[src/hdl/ckf_pkg.sv]
// Shared types and constants for the Catmull-Rom keyframe interpolator.
`timescale 1ns / 1ps
package ckf_pkg;

	localparam int MAX_KEYS_DEF = 64;
	localparam int NCHAN        = 10;
	localparam int QCH0         = 6;

	localparam int IN_TDATA_W  = 48;
	localparam int OUT_TDATA_W = 336;

	localparam int DIV_NW = 47;
	localparam int DIV_DW = 31;
	localparam int DIV_QW = 17;

	localparam logic [3:0] REG_TOTAL_FRAMES = 4'd0;
	localparam logic [3:0] REG_KEY_COUNT    = 4'd1;
	localparam logic [3:0] CH_FRAME         = 4'd10;

	typedef struct packed {
		logic wr;
		logic start;
		logic srch_cmp;
		logic seg_s;
		logic seg_e;
		logic den;
		logic u_load;
		logic ch_rd;
		logic coef;
		logic mul;
		logic add;
		logic ch_out;
		logic norm_init;
		logic norm_sh;
		logic sq;
		logic sqrt;
		logic qd_start;
		logic qd_store;
		logic fin;
	} cmd_t;

	typedef struct packed {
		logic srch_more;
		logic div_done;
		logic rd_last;
		logic h_last;
		logic ch_last;
		logic q_zero;
		logic norm_ok;
		logic sq_last;
		logic sqrt_last;
		logic qd_last;
		logic out_free;
	} sts_t;

endpackage

[src/hdl/ckf_ctrl.sv]
// Controller state machine sequencing the interpolation datapath.
`timescale 1ns / 1ps
module ckf_ctrl (
	input  logic          clk,
	input  logic          arst_n,
	input  logic          s_tvalid,
	input  logic          mode,
	input  ckf_pkg::sts_t sts,
	output ckf_pkg::cmd_t cmd,
	output logic          s_tready
);
	import ckf_pkg::*;

	localparam logic [4:0] ST_IDLE  = 5'd0;
	localparam logic [4:0] ST_SRD   = 5'd1;
	localparam logic [4:0] ST_SCMP  = 5'd2;
	localparam logic [4:0] ST_SEGS  = 5'd3;
	localparam logic [4:0] ST_SEGE  = 5'd4;
	localparam logic [4:0] ST_DEN   = 5'd5;
	localparam logic [4:0] ST_DIVU  = 5'd6;
	localparam logic [4:0] ST_CHRD  = 5'd7;
	localparam logic [4:0] ST_COEF  = 5'd8;
	localparam logic [4:0] ST_MUL   = 5'd9;
	localparam logic [4:0] ST_ADD   = 5'd10;
	localparam logic [4:0] ST_CHOUT = 5'd11;
	localparam logic [4:0] ST_NINIT = 5'd12;
	localparam logic [4:0] ST_NSH   = 5'd13;
	localparam logic [4:0] ST_SQ    = 5'd14;
	localparam logic [4:0] ST_SQRT  = 5'd15;
	localparam logic [4:0] ST_QDS   = 5'd16;
	localparam logic [4:0] ST_QDW   = 5'd17;
	localparam logic [4:0] ST_FIN   = 5'd18;

	logic [4:0] state_q, state_nxt;

	always_ff @(posedge clk or negedge arst_n) begin
		if (!arst_n)
			state_q <= ST_IDLE;
		else
			state_q <= state_nxt;
	end

	always_comb begin
		cmd       = '0;
		state_nxt = state_q;
		unique case (state_q)
			ST_IDLE: begin
				if (s_tvalid) begin
					if (mode) begin
						cmd.start = 1'b1;
						state_nxt = ST_SRD;
					end else begin
						cmd.wr = 1'b1;
					end
				end
			end
			ST_SRD:  state_nxt = ST_SCMP;
			ST_SCMP: begin
				cmd.srch_cmp = 1'b1;
				state_nxt    = sts.srch_more ? ST_SRD : ST_SEGS;
			end
			ST_SEGS: begin
				cmd.seg_s = 1'b1;
				state_nxt = ST_SEGE;
			end
			ST_SEGE: begin
				cmd.seg_e = 1'b1;
				state_nxt = ST_DEN;
			end
			ST_DEN: begin
				cmd.den   = 1'b1;
				state_nxt = ST_DIVU;
			end
			ST_DIVU: begin
				if (sts.div_done) begin
					cmd.u_load = 1'b1;
					state_nxt  = ST_CHRD;
				end
			end
			ST_CHRD: begin
				cmd.ch_rd = 1'b1;
				if (sts.rd_last)
					state_nxt = ST_COEF;
			end
			ST_COEF: begin
				cmd.coef  = 1'b1;
				state_nxt = ST_MUL;
			end
			ST_MUL: begin
				cmd.mul   = 1'b1;
				state_nxt = ST_ADD;
			end
			ST_ADD: begin
				cmd.add   = 1'b1;
				state_nxt = sts.h_last ? ST_CHOUT : ST_MUL;
			end
			ST_CHOUT: begin
				cmd.ch_out = 1'b1;
				state_nxt  = sts.ch_last ? ST_NINIT : ST_CHRD;
			end
			ST_NINIT: begin
				cmd.norm_init = 1'b1;
				state_nxt     = sts.q_zero ? ST_FIN : ST_NSH;
			end
			ST_NSH: begin
				cmd.norm_sh = 1'b1;
				if (sts.norm_ok)
					state_nxt = ST_SQ;
			end
			ST_SQ: begin
				cmd.sq = 1'b1;
				if (sts.sq_last)
					state_nxt = ST_SQRT;
			end
			ST_SQRT: begin
				cmd.sqrt = 1'b1;
				if (sts.sqrt_last)
					state_nxt = ST_QDS;
			end
			ST_QDS: begin
				cmd.qd_start = 1'b1;
				state_nxt    = ST_QDW;
			end
			ST_QDW: begin
				if (sts.div_done) begin
					cmd.qd_store = 1'b1;
					state_nxt    = sts.qd_last ? ST_FIN : ST_QDS;
				end
			end
			ST_FIN: begin
				// hold until the output register is free
				if (sts.out_free) begin
					cmd.fin   = 1'b1;
					state_nxt = ST_IDLE;
				end
			end
			default: state_nxt = ST_IDLE;
		endcase
	end

	assign s_tready = state_q == ST_IDLE;

endmodule

[config.mk]
export PLATFORM = sky130hd
export DESIGN_NAME = ckf_ctrl
export DESIGN_NICKNAME = d
export VERILOG_FILES = /design/src/hdl/ckf_pkg.sv /design/src/hdl/ckf_ctrl.sv
export SDC_FILE = /design/constraint.sdc
export NUM_CORES = 1
export LEC_CHECK = 0
export BUFFER_PORTS_ARGS = -buffer_cell sky130_fd_sc_hd__buf_4
export CAP_MARGIN = 25
export CORE_AREA = 2 2 49 42
export CTS_CLUSTER_DIAMETER = 100
export DETAILED_ROUTE_END_ITERATION = 12
export DIE_AREA = 0 0 51 44
export PLACE_DENSITY = 0.73
export SLEW_MARGIN = 20
export SYNTH_ARGS = -nofsm -noshare
export SYNTH_HDL_FRONTEND = slang
export SYNTH_SLANG_ARGS = --single-unit
[constraint.sdc]
create_clock -name clk -period 2.3 [get_ports clk]
set_clock_uncertainty 0.2 [all_clocks]
set_input_delay 0.46 -clock clk [delete_from_list [all_inputs] [get_ports clk]]
set_output_delay 0.46 -clock clk [all_outputs]
set_load 0.05 [all_outputs]
# Yosys cells after proc, flatten, opt, wreduce, memory -nomap -nowiden
# Index checks and enable logic that the tools add are counted.
[totals] reg_bits=5 in_bits=15
[op_classes] eq_ne=27 n_mux=38 n_reduce_logical=2
[op_table] operator="case mux 5 bit (19 select lines)" count=1
[op_table] operator="2-to-1 mux 5 bit" count=10
[op_table] operator="== test 5 x 4 -> 1 bit, second input constant" count=8
[op_table] operator="2-to-1 mux 1 bit" count=21
[op_table] operator="== test 5 x 3 -> 1 bit, second input constant" count=4
[op_table] operator="!= test 2 bit, second input constant" count=9
[op_table] operator="== test 5 bit, second input constant" count=3
[op_table] operator="== test 5 x 2 -> 1 bit, second input constant" count=2
[op_table] operator="2-to-1 mux 2 bit" count=5
[op_table] operator="AND reduction 9 bit" count=1
[op_table] operator="== test 5 x 1 -> 1 bit, second input constant" count=1
[op_table] operator="zero test 5 bit" count=1
[op_table] operator="2-to-1 mux 4 bit" count=1

# Longest topological paths before layout
# Gate-level depths: netlist of run 1.
[logic_depth] word_depth=3 depth_mapped=6 ltp_nobuf=5

# Worst setup path before layout of run 1
# Ideal clock, no wire load.
[synth_path] kind="reg2out" startpoint="register state_q[0]" endpoint="output cmd[9] (netlist name)" arrival_time_ps=2294 slack_ps=-654 stages_incl_launch_ff=4 path_cell_list="dfrtp_1 -> clkbuf_1 -> nand2_1 -> nor4_1"
[synth_lines] item="start: declaration" line_no="ckf_ctrl.sv:34" text="logic [4:0] state_q, state_nxt;"
[synth_lines] item="start signal: assignment" line_no="ckf_ctrl.sv:40" text="state_q <= state_nxt;"
[synth_lines] item="end: declaration" line_no="ckf_ctrl.sv:9" text="output ckf_pkg::cmd_t cmd,"

==> results of run 1 <==
==> what timing repair did <==
item,in CTS,in global routing
hold endpoints to repair,5,0
endpoints found under the setup margin,0,11
hold buffers,1,0
gates resized for setup,0,9
==> cell families (layout without fill, tap and decap cells) <==
| family | count (synthesis) | in the layout | synth area share |
|---|---|---|---|
| AOI/OAI and AO/OA | 19 | 19 | 0.217 |
| xor gates and xnor gates | 1 | 1 | 0.0119 |
| buffers and inverters | 11 | 52 | 0.0713 |
| DFF | 5 | 5 | 0.170 |
| muxes | 5 | 5 | 0.0951 |
| and+or+nand+nor | 56 | 56 | 0.435 |
==> synthesized netlist by cell type (all sizes together), types with 2 or more instances <==
library cell  count  share of area
a21oi             4          0.027
or3b              2          0.024
clkbuf            2          0.010
nor2             18          0.092
mux2              4          0.081
and3              2          0.017
nand4             2          0.017
dfrtp             5           0.17
nor2b             3          0.025
nand2b            3          0.025
nor4              2          0.017
buf               5          0.041
o21ai             4          0.027
nand3             2          0.014
nand2             9          0.046
nand3b            2          0.020
inv               4          0.020
or3               3          0.032
a22oi             2          0.027
nor3              6          0.078
==> critical path, stage by stage (launching register included) <==
cell	delay, ns
dfrtp_1	0.37
or3_4	0.42
nor3_4	0.19
and3_2	0.22
buf_6	0.15
==> layout make-up <==
class                   instances  area (um^2)  share of cell area
repair buffers                 44          348               0.303
well taps                      24         30.0              0.0261
multi-input cells              81          602               0.524
flip-flops and latches          5          128               0.111
inverters                       4         15.0              0.0131
clock buffers                   4         26.3              0.0229
==> metrics by stage <==
step                      instance area (um^2)  utilization  setup WS [ns]
final                                     1150        0.649         0.0548
after global routing                      1150        0.649        -0.0271
after floorplan                            769            -         -0.321
after CTS                                 1120        0.634         0.0136
after detailed placement                  1080        0.613          0.212
after global placement                    1080        0.613          0.255
==> power by group <==
part	internal, uW	total (uW)	leakage (uW)	switching, uW
combinational	508	1250	0.000431	737
clock	65.4	98.1	0.0000150	32.7
sequential	132	186	0.0000602	54.0
total	706	1530	0.000506	824
==> how the worst max path moves through the flow <==
stage                           start                endpoint  slack (ns)  cells after the start
6_report       state_q[3]$_DFFE_PN0P_                 cmd[17]        0.05                      4
5_1_grt        state_q[3]$_DFFE_PN0P_                 cmd[18]       -0.03                      5
4_1_cts        state_q[3]$_DFFE_PN0P_                 cmd[17]        0.01                      4
3_5_place_dp   state_q[4]$_DFFE_PN0P_  state_q[4]$_DFFE_PN0P_        0.21                      5
3_3_place_gp   state_q[4]$_DFFE_PN0P_  state_q[0]$_DFFE_PN0P_        0.26                      5
2_1_floorplan  state_q[3]$_DFFE_PN0P_                 cmd[14]       -0.32                      3
==> layer usage <==
metal	track usage	wire length [um]
met1	0.275	955
met2	0.304	956
met3	0.0448	141
met4	0.0541	0
met5	0	0
==> flow_summary_export.csv, run 1 <==
group,metric,value,unit
synth,synth_nets,112,
setup_path,rr_worst_depth,6,
layout,top_register,"state_q",
layout,final_common_cell,"buf_4",
sta,min_period,2.25,ns
routing,post_drt_wl_per_cell,12.7,um
grt,grt.total_usage,0.197,
placement,dp.final_hpwl,1670,um
sta,period_share,0.976,
setup_path,r2r_slack,0.26,ns
routing,dr.first_iter.drc_count,28,
sta,finalSetupViolCount,0,
floorplanning,initial_core_util,0.417,
placement,dp.cells,157,
synth,syn_area_per_cell,7.60,um^2
routing,drc_errors,0,
cts,cts_max_level,1,
sta,max_freq,445,MHz
power,power,1530,uW
sta,rsz0062_at_grt,"yes",
synth,syn_inst,97,
layout,fillCellCount,157,
floorplanning,ios,35,
layout,layout-drive-gt1-share,0.493,
power,leakagePower,0.000506,uW
setup_path,critPathArrivalTime,1.59,ns
layout,layout.nets,154,
routing,firstDrtPassIters,5,
setup_path,regToRegEndpoint,"state_q[4]$_DFFE_PN0P_",
sta,worst_pin_slew,0.330,ns
sta,maxSlewHeadroom,0.779,
grt,antenna_found_initial,0,
setup_path,crit_required,1.64,ns
setup_path,crit_type,"flip-flop to output pin",
placement,numPortBuffers,34,
hold_path,hold_class,"primary input to asynchronous set/reset pin",
power,ir_drop,783,uV
sta,drv_slew,0,
synth,synth_area,737,um^2
setup_path,worstSetupEndpointType,"output pin",
setup_path,cp-start-kind,"flip-flop",
synth,async_reset_ff_frac,1.00,
layout,final_cell_mix,"buf_4 (39), nor2_1 (15), nand2_1 (9)",
layout,reg.largest.list,"state_q: 5 flops",
synth,yosysWarnings,0,
power,pwr_density_cell,1330,nW/um^2
layout,diodes,0,
outcome,status,"finished clean",
cts,clockRootBuffer,"clkbuf_4",
cts,tritoncts,"yes",
cts,cts_sinks,5,
setup_path,timing.rr.start,"state_q[0]$_DFFE_PN0P_",
routing,dr_total_vias,846,
cts,clock_path_buffers,2,
floorplanning,die_h,44,um
synth,synth_cell_types,40,
layout,stdcell_count,162,
cts,cts.clk_slew.worst_paths,0.04,ns
cts,postCtsSetupBuffers,0,
grt,grt_max_degree,15,
routing,viasPerCell,5.22,
grt,grt_pass1_wl,3330,um
sta,fin_setup_tns,0,ns
synth,ys_ff_latch,5,
setup_path,worstPathMaxFanout,4,
grt,grt_pass1_vias,764,
floorplanning,die_w,51,um
sta,finalHoldViolCount,0,
sta,holdWs,0.352,ns
synth,ys.flop_type,"dfrtp_1",
routing,totalWireLength,2050,um
synth,synth.yosys.seq_area_share,0.170,
cts,clock_latency,0.24,ns
placement,place.gp.congestion,0.849,
layout,areaGrowthSynthToFinish,55.9,%
synth,synth_edf_count,0,
routing,postRouteAntennaNets,0,
layout,largest_reg_flops,5,
floorplanning,core_area,1770,um^2
flow_run,drv_cap,0,
grt,grt_overflow_total,0,
floorplanning,dieArea,2240,um^2
floorplanning,rows,14,
cts,cts_buffers,3,
Note: power is estimated with default switching activity, not from simulation.
==> run 2, diff against run 1 <==
Clock period 2.3 ns to 2.1 ns, I/O delays scaled along.
==> flow_summary_export.csv, run 2 (synthesis gave the netlist of run 1 again) <==
group,metric,value,unit
grt,grt_pass1_vias,964,
placement,dp.cells,160,
grt,grt_overflow_total,0,
routing,post_drt_wl_per_cell,18.7,um
placement,dp.final_hpwl,1810,um
layout,layout-drive-gt1-share,0.660,
power,power,2230,uW
sta,finalHoldViolCount,0,
cts,cts_buffers,3,
setup_path,worstSetupEndpointType,"output pin",
grt,grt_max_degree,19,
setup_path,critPathArrivalTime,1.64,ns
routing,dr_total_vias,1018,
placement,place_area,1150,um^2
setup_path,crit_required,1.48,ns
floorplanning,rows,14,
routing,wl_met3,150,um
layout,areaGrowthSynthToFinish,98.1,%
routing,totalWireLength,3310,um
cts,clock_path_buffers,2,
setup_path,worstPathMaxFanout,3,
sta,drv_slew,0,
outcome,violations,"setup timing",
routing,dr.first_iter.drc_count,51,
layout,fillCellCount,105,
sta,worst_pin_slew,0.360,ns
layout,reg.largest.list,"state_q: 5 flops",
sta,finalSetupViolCount,15,
grt,grt.total_usage,0.250,
grt,antenna_found_initial,0,
hold_path,hold_class,"primary input to asynchronous set/reset pin",
cts,cts.clk_slew.worst_paths,0.05,ns
setup_path,regToRegEndpoint,"state_q[4]$_DFFE_PN0P_",
routing,top_layer,"met4",
setup_path,slowest_delay,0.41,ns
power,leakagePower,0.000623,uW
routing,firstDrtPassIters,4,
layout,final_cell_mix,"buf_4 (38), buf_6 (16), nor2_4 (7), nor2_2 (7), nand2_1 (6)",
layout,design_area,1460,um^2
setup_path,cp_slowest_cell,"or3_4",
flow_run,drv_cap,0,
routing,postRouteAntennaNets,0,
routing,wl_met1,1320,um
setup_path,r2r_slack,0,ns
sta,worst_slack,-0.155,ns
power,ir_drop,1130,uV
sta,max_freq,443,MHz
sta,rsz0062_at_grt,"yes",
cts,clockRootBuffer,"clkbuf_4",
floorplanning,ios,35,
setup_path,cp-start-kind,"flip-flop",
floorplanning,die_w,51,um
cts,cts_max_level,1,
sta,period_share,1.07,
cts,clock_latency,0.25,ns
setup_path,cp_cell_sequence,"or3_4 -> nor3_4 -> nand2_2 -> nor2_4 -> buf_6",
layout,stdcell_count,177,
power,pwr_density_cell,1530,nW/um^2
layout,final_common_cell,"buf_4",
sta,min_period,2.26,ns
layout,largest_reg_flops,5,
sta,maxSlewHeadroom,0.759,
routing,viasPerCell,5.75,
floorplanning,initial_core_util,0.417,
placement,numPortBuffers,34,
routing,dr_wl_met2,1740,um
placement,pre_cts_ws,0.0214,ns
outcome,status,"complete, but fails checks",
floorplanning,die_h,44,um
setup_path,rr_worst_depth,6,
cts,cts_sinks,5,
layout,top_register,"state_q",
sta,fin_setup_tns,-1.20,ns
setup_path,crit_type,"flip-flop to output pin",
routing,drc_errors,0,
layout,diodes,0,
floorplanning,dieArea,2240,um^2
cts,tritoncts,"yes",
grt,grt_pass1_wl,4180,um
layout,layout.nets,169,
placement,place.gp.congestion,0.815,
floorplanning,core_area,1770,um^2
setup_path,timing.rr.start,"state_q[1]$_DFFE_PN0P_",
==> run 2: cell count changes in the layout (fill, tap and decap cells not counted), moves of 2 or more <==
cell,change
nor2_4,+6
nand2_4,+2
nor2_2,+5
nor3_4,+3
buf_6,+12
buf_8,+3
nand2_1,-3
nor3_2,-2
nor2_1,-11
==> run 2: power by group <==
group	internal, uW	switching [uW]
clock network	72.4	48.2
registers	145	50.9
logic	821	1090
total	1040	1190
==> run 2: routing by layer <==
layer  global-route usage  vias up
li1                     -      463
met1                0.305      498
met2                0.403       44
met3               0.0759       13
met4                0.124        0
met5                    0        -
==> run 2: what timing repair did <==
action | CTS | global route
hold buffers | 1 | 0
resized for setup | 29 | 20
pin swaps | 6 | 4
setup buffers | 3 | 9
hold endpoints to repair | 5 | 0
endpoints found under the setup margin | 14 | 23
==> run 2: how the worst max path moves through the flow <==
stage / startpoint / to / slack [ns] / cells after the start
after floorplan: state_q[3]$_DFFE_PN0P_ / cmd[18] / -0.38 / 5
after global placement: state_q[1]$_DFFE_PN0P_ / cmd[17] / 0.07 / 4
after detailed placement: state_q[1]$_DFFE_PN0P_ / cmd[17] / 0.02 / 4
after CTS: state_q[0]$_DFFE_PN0P_ / cmd[17] / -0.13 / 4
after global routing: state_q[0]$_DFFE_PN0P_ / cmd[18] / -0.20 / 5
final: state_q[0]$_DFFE_PN0P_ / cmd[18] / -0.16 / 5
==> run 2: metrics by stage <==
step / util / hold slack [ns]
after floorplan: - / -0.0756
after global placement: 0.649 / 0.0204
after detailed placement: 0.649 / 0.0236
after CTS: 0.738 / 0.316
after global routing: 0.825 / 0.319
final: 0.825 / 0.309
==> run 2: critical path, delay by kind of cell (launching register included) <==
family,cells,cell delay [ns]
simple gates,4,0.83
flops,1,0.39
buf+inv,1,0.16
==> run 2: final cells by class <==
type | count | area (um^2) | area share
multi-input combinational | 81 | 721 | 0.494
timing repair buffer | 59 | 541 | 0.370
sequential | 5 | 128 | 0.0874
tap | 24 | 30.0 | 0.0206
clock buffer | 4 | 26.3 | 0.0180
inverter | 4 | 15.0 | 0.0103
==> run 3, diff against run 2 <==
Settings changed: ABC_AREA set to 1, CORE_AREA 2 2 49 42 to 2 2 53 45, DIE_AREA 0 0 51 44 to 0 0 55 47, PLACE_DENSITY 0.73 to 0.66, SLEW_MARGIN 20 to unset.
==> flow_summary_export.csv, run 3 <==
group,metric,value,unit
outcome,status,"finished clean",
synth,yosys.area_share.adder,0,
sta,rsz0062_at_grt,"yes",
grt,grt_pass1_wl,4000,um
layout,layout.nets,208,
synth,synth_top_family_by_area,"simple AND/OR/NAND/NOR gates",
routing,totalWireLength,2800,um
layout,final_cell_mix,"nand2_1 (43), buf_4 (35), inv_1 (19), nor2_1 (19)",
floorplanning,die_h,47,um
cts,tritoncts,"yes",
layout,design_area,1260,um^2
setup_path,critPathArrivalTime,1.45,ns
synth,yosysWarnings,0,
cts,clock_latency,0.26,ns
synth,yosysMostFrequentCell,"nand2_1",
sta,worst_pin_slew,0.304,ns
floorplanning,ios,35,
sta,maxSlewHeadroom,0.797,
sta,drv_slew,0,
layout,areaGrowthSynthToFinish,61.9,%
routing,dr_wl_met2,1330,um
synth,ys.flop_type,"dfrtp_1",
routing,drc_errors,0,
cts,clockRootBuffer,"clkbuf_4",
layout,diodes,0,
layout,utilization,0.608,
synth,async_reset_ff_frac,1.00,
sta,max_freq,484,MHz
synth,ys_ff_latch,5,
routing,wl_met3,252,um
synth,synth_top_cell_area_share,0.213,
synth,synth_area,776,um^2
hold_path,min_delay_path_depth,5,
power,power,1600,uW
cts,cts_buffers,3,
power,leakagePower,0.000723,uW
routing,post_drt_wl_per_cell,12.9,um
setup_path,crit_required,1.48,ns
floorplanning,initial_core_util,0.376,
setup_path,crit_type,"flip-flop to output pin",
synth,synth_top_cell_by_area,"nand2_1",
grt,grt.total_usage,0.218,
cts,cts_sinks,5,
routing,firstDrtPassIters,4,
grt,grt_pass1_vias,962,
setup_path,rr_worst_depth,10,
synth,synth_nets,161,
routing,top_layer,"met4",
synth,syn_inst,146,
flow_run,drv_cap,0,
placement,place.gp.congestion,0.883,
sta,period_share,0.984,
placement,place_area,1090,um^2
setup_path,cp-start-kind,"flip-flop",
grt,grt_overflow_total,0,
cts,cts.clk_slew.worst_paths,0.04,ns
sta,finalSetupViolCount,0,
synth,netlist_top_cells_count,"nand2_1 (44), nor2_1 (24), inv_1 (20), nand3_1 (12), nor2_2 (9)",
routing,postRouteAntennaNets,0,
synth,syn_area_per_cell,5.31,um^2
layout,largest_reg_flops,5,
floorplanning,die_w,55,um
placement,dp.final_hpwl,2050,um
power,ir_drop,851,uV
routing,dr.first_iter.drc_count,38,
floorplanning,rows,15,
routing,dr_total_vias,1122,
cts,cts_max_level,1,
floorplanning,core_area,2060,um^2
layout,top_register,"state_q",
cts,clock_path_buffers,2,
routing,viasPerCell,5.17,
sta,finalHoldViolCount,0,
routing,wl_met1,1150,um
synth,synth_edf_count,0,
hold_path,hold_class,"primary input to flip-flop",
synth,synth_cell_types,19,
synth,muxShareOfSynthArea,0,
grt,grt_max_degree,11,
synth,synth_compound_area_frac,0.0290,
layout,layout-drive-gt1-share,0.438,
synth,synth.yosys.seq_area_share,0.161,
power,pwr_density_cell,1280,nW/um^2
setup_path,worstPathMaxFanout,7,
layout,reg.largest.list,"state_q: 5 flops",
synth,yosys.area_share.simple,0.673,
floorplanning,dieArea,2590,um^2
synth,yosys-top-cells-area,"nand2_1 (21%), dfrtp_1 (16%), nor2_1 (12%)",
placement,numPortBuffers,34,
grt,antenna_found_initial,0,
synth,synth_xor_area_frac,0,
layout,final_common_cell,"nand2_1",
sta,min_period,2.07,ns
setup_path,worstSetupEndpointType,"output pin",
-- run 3: changes by cell type in the layout (fill, tap and decap cells not counted), moves of 4 or more --
cell | previous run | this run
buf_6 | 16 | 8
inv_1 | 3 | 19
inv_2 | 1 | 6
mux2_4 | 4 | 0
nand2_1 | 6 | 43
nand2_2 | 1 | 7
nand3_1 | 2 | 10
nor2_1 | 4 | 19
nor3_4 | 5 | 0
-- run 3: worst max-delay path: stages, from the launching register on --
cell	delay [ns]
dfrtp_1	0.42
nor2_4	0.23
nand3_2	0.14
inv_2	0.09
nand2_2	0.05
nor2_2	0.10
buf_6	0.17
-- run 3: kinds of logic (layout without fill, tap and decap cells) --
group	count (synthesis)	in the layout
AND/OR/NAND/NOR	110	110
buffers and inverters	27	73
flip-flops	5	5
AO/OA/AOI/OAI	4	4
-- run 3: area by class of cell --
type | instances | area, um^2
Fill cell | 220 | 808
Multi-Input combinational cell | 114 | 614
Tap cell | 25 | 31.3
Sequential cell | 5 | 128
Clock buffer | 4 | 26.3
Inverter | 25 | 93.8
Timing Repair Buffer | 44 | 363
-- run 3: what timing repair did --
| item | 4_1_cts | 5_1_grt |
|---|---|---|
| resized for setup | 6 | 18 |
| setup buffers | 4 | 1 |
| pin swaps | 0 | 5 |
| endpoints found under the hold margin | 5 | 0 |
| hold buffers | 1 | 0 |
| setup endpoints to repair | 7 | 10 |
-- run 3: layer usage --
| metal | up-vias | track usage |
|---|---|---|
| li1 | 542 | - |
| met4 | 0 | 0.0732 |
| met2 | 66 | 0.402 |
| met1 | 505 | 0.267 |
| met3 | 9 | 0.0191 |
| met5 | - | 0 |
-- run 3: path summary, 6_finish.rpt --
kind	start	end	slack, ns
setup / recovery	state_q[3]$_DFFE_PN0P_	cmd[18]	0.03
hold / removal	sts[6]	state_q[3]$_DFFE_PN0P_	0.30
setup reg to reg	state_q[2]$_DFFE_PN0P_	state_q[1]$_DFFE_PN0P_	0.39
hold reg to reg	state_q[1]$_DFFE_PN0P_	state_q[1]$_DFFE_PN0P_	0.44
max in group asynchronous	arst_n	state_q[1]$_DFFE_PN0P_	1.26
min in group asynchronous	arst_n	state_q[4]$_DFFE_PN0P_	0.31
-- run 3: stage by stage --
step | TNS (ns) | hold WS [ns] | setup WS, ns | instances
global placement | 0 | 0.0226 | 0.226 | 207
CTS | -0.00396 | 0.301 | -0.00396 | 216
detailed placement | 0 | 0.0264 | 0.145 | 207
global route | -0.0714 | 0.318 | -0.0269 | 217
floorplan | -0.306 | -0.0756 | -0.270 | 146
finish | 0 | 0.301 | 0.0326 | 217
-- run 3: report_power, final --
part | internal, uW | total [uW] | leakage, uW | switching [uW]
clock network | 72.2 | 118 | 0.0000150 | 45.6
logic | 428 | 1280 | 0.000645 | 850
registers | 140 | 208 | 0.0000625 | 67.6
total | 641 | 1600 | 0.000723 | 963
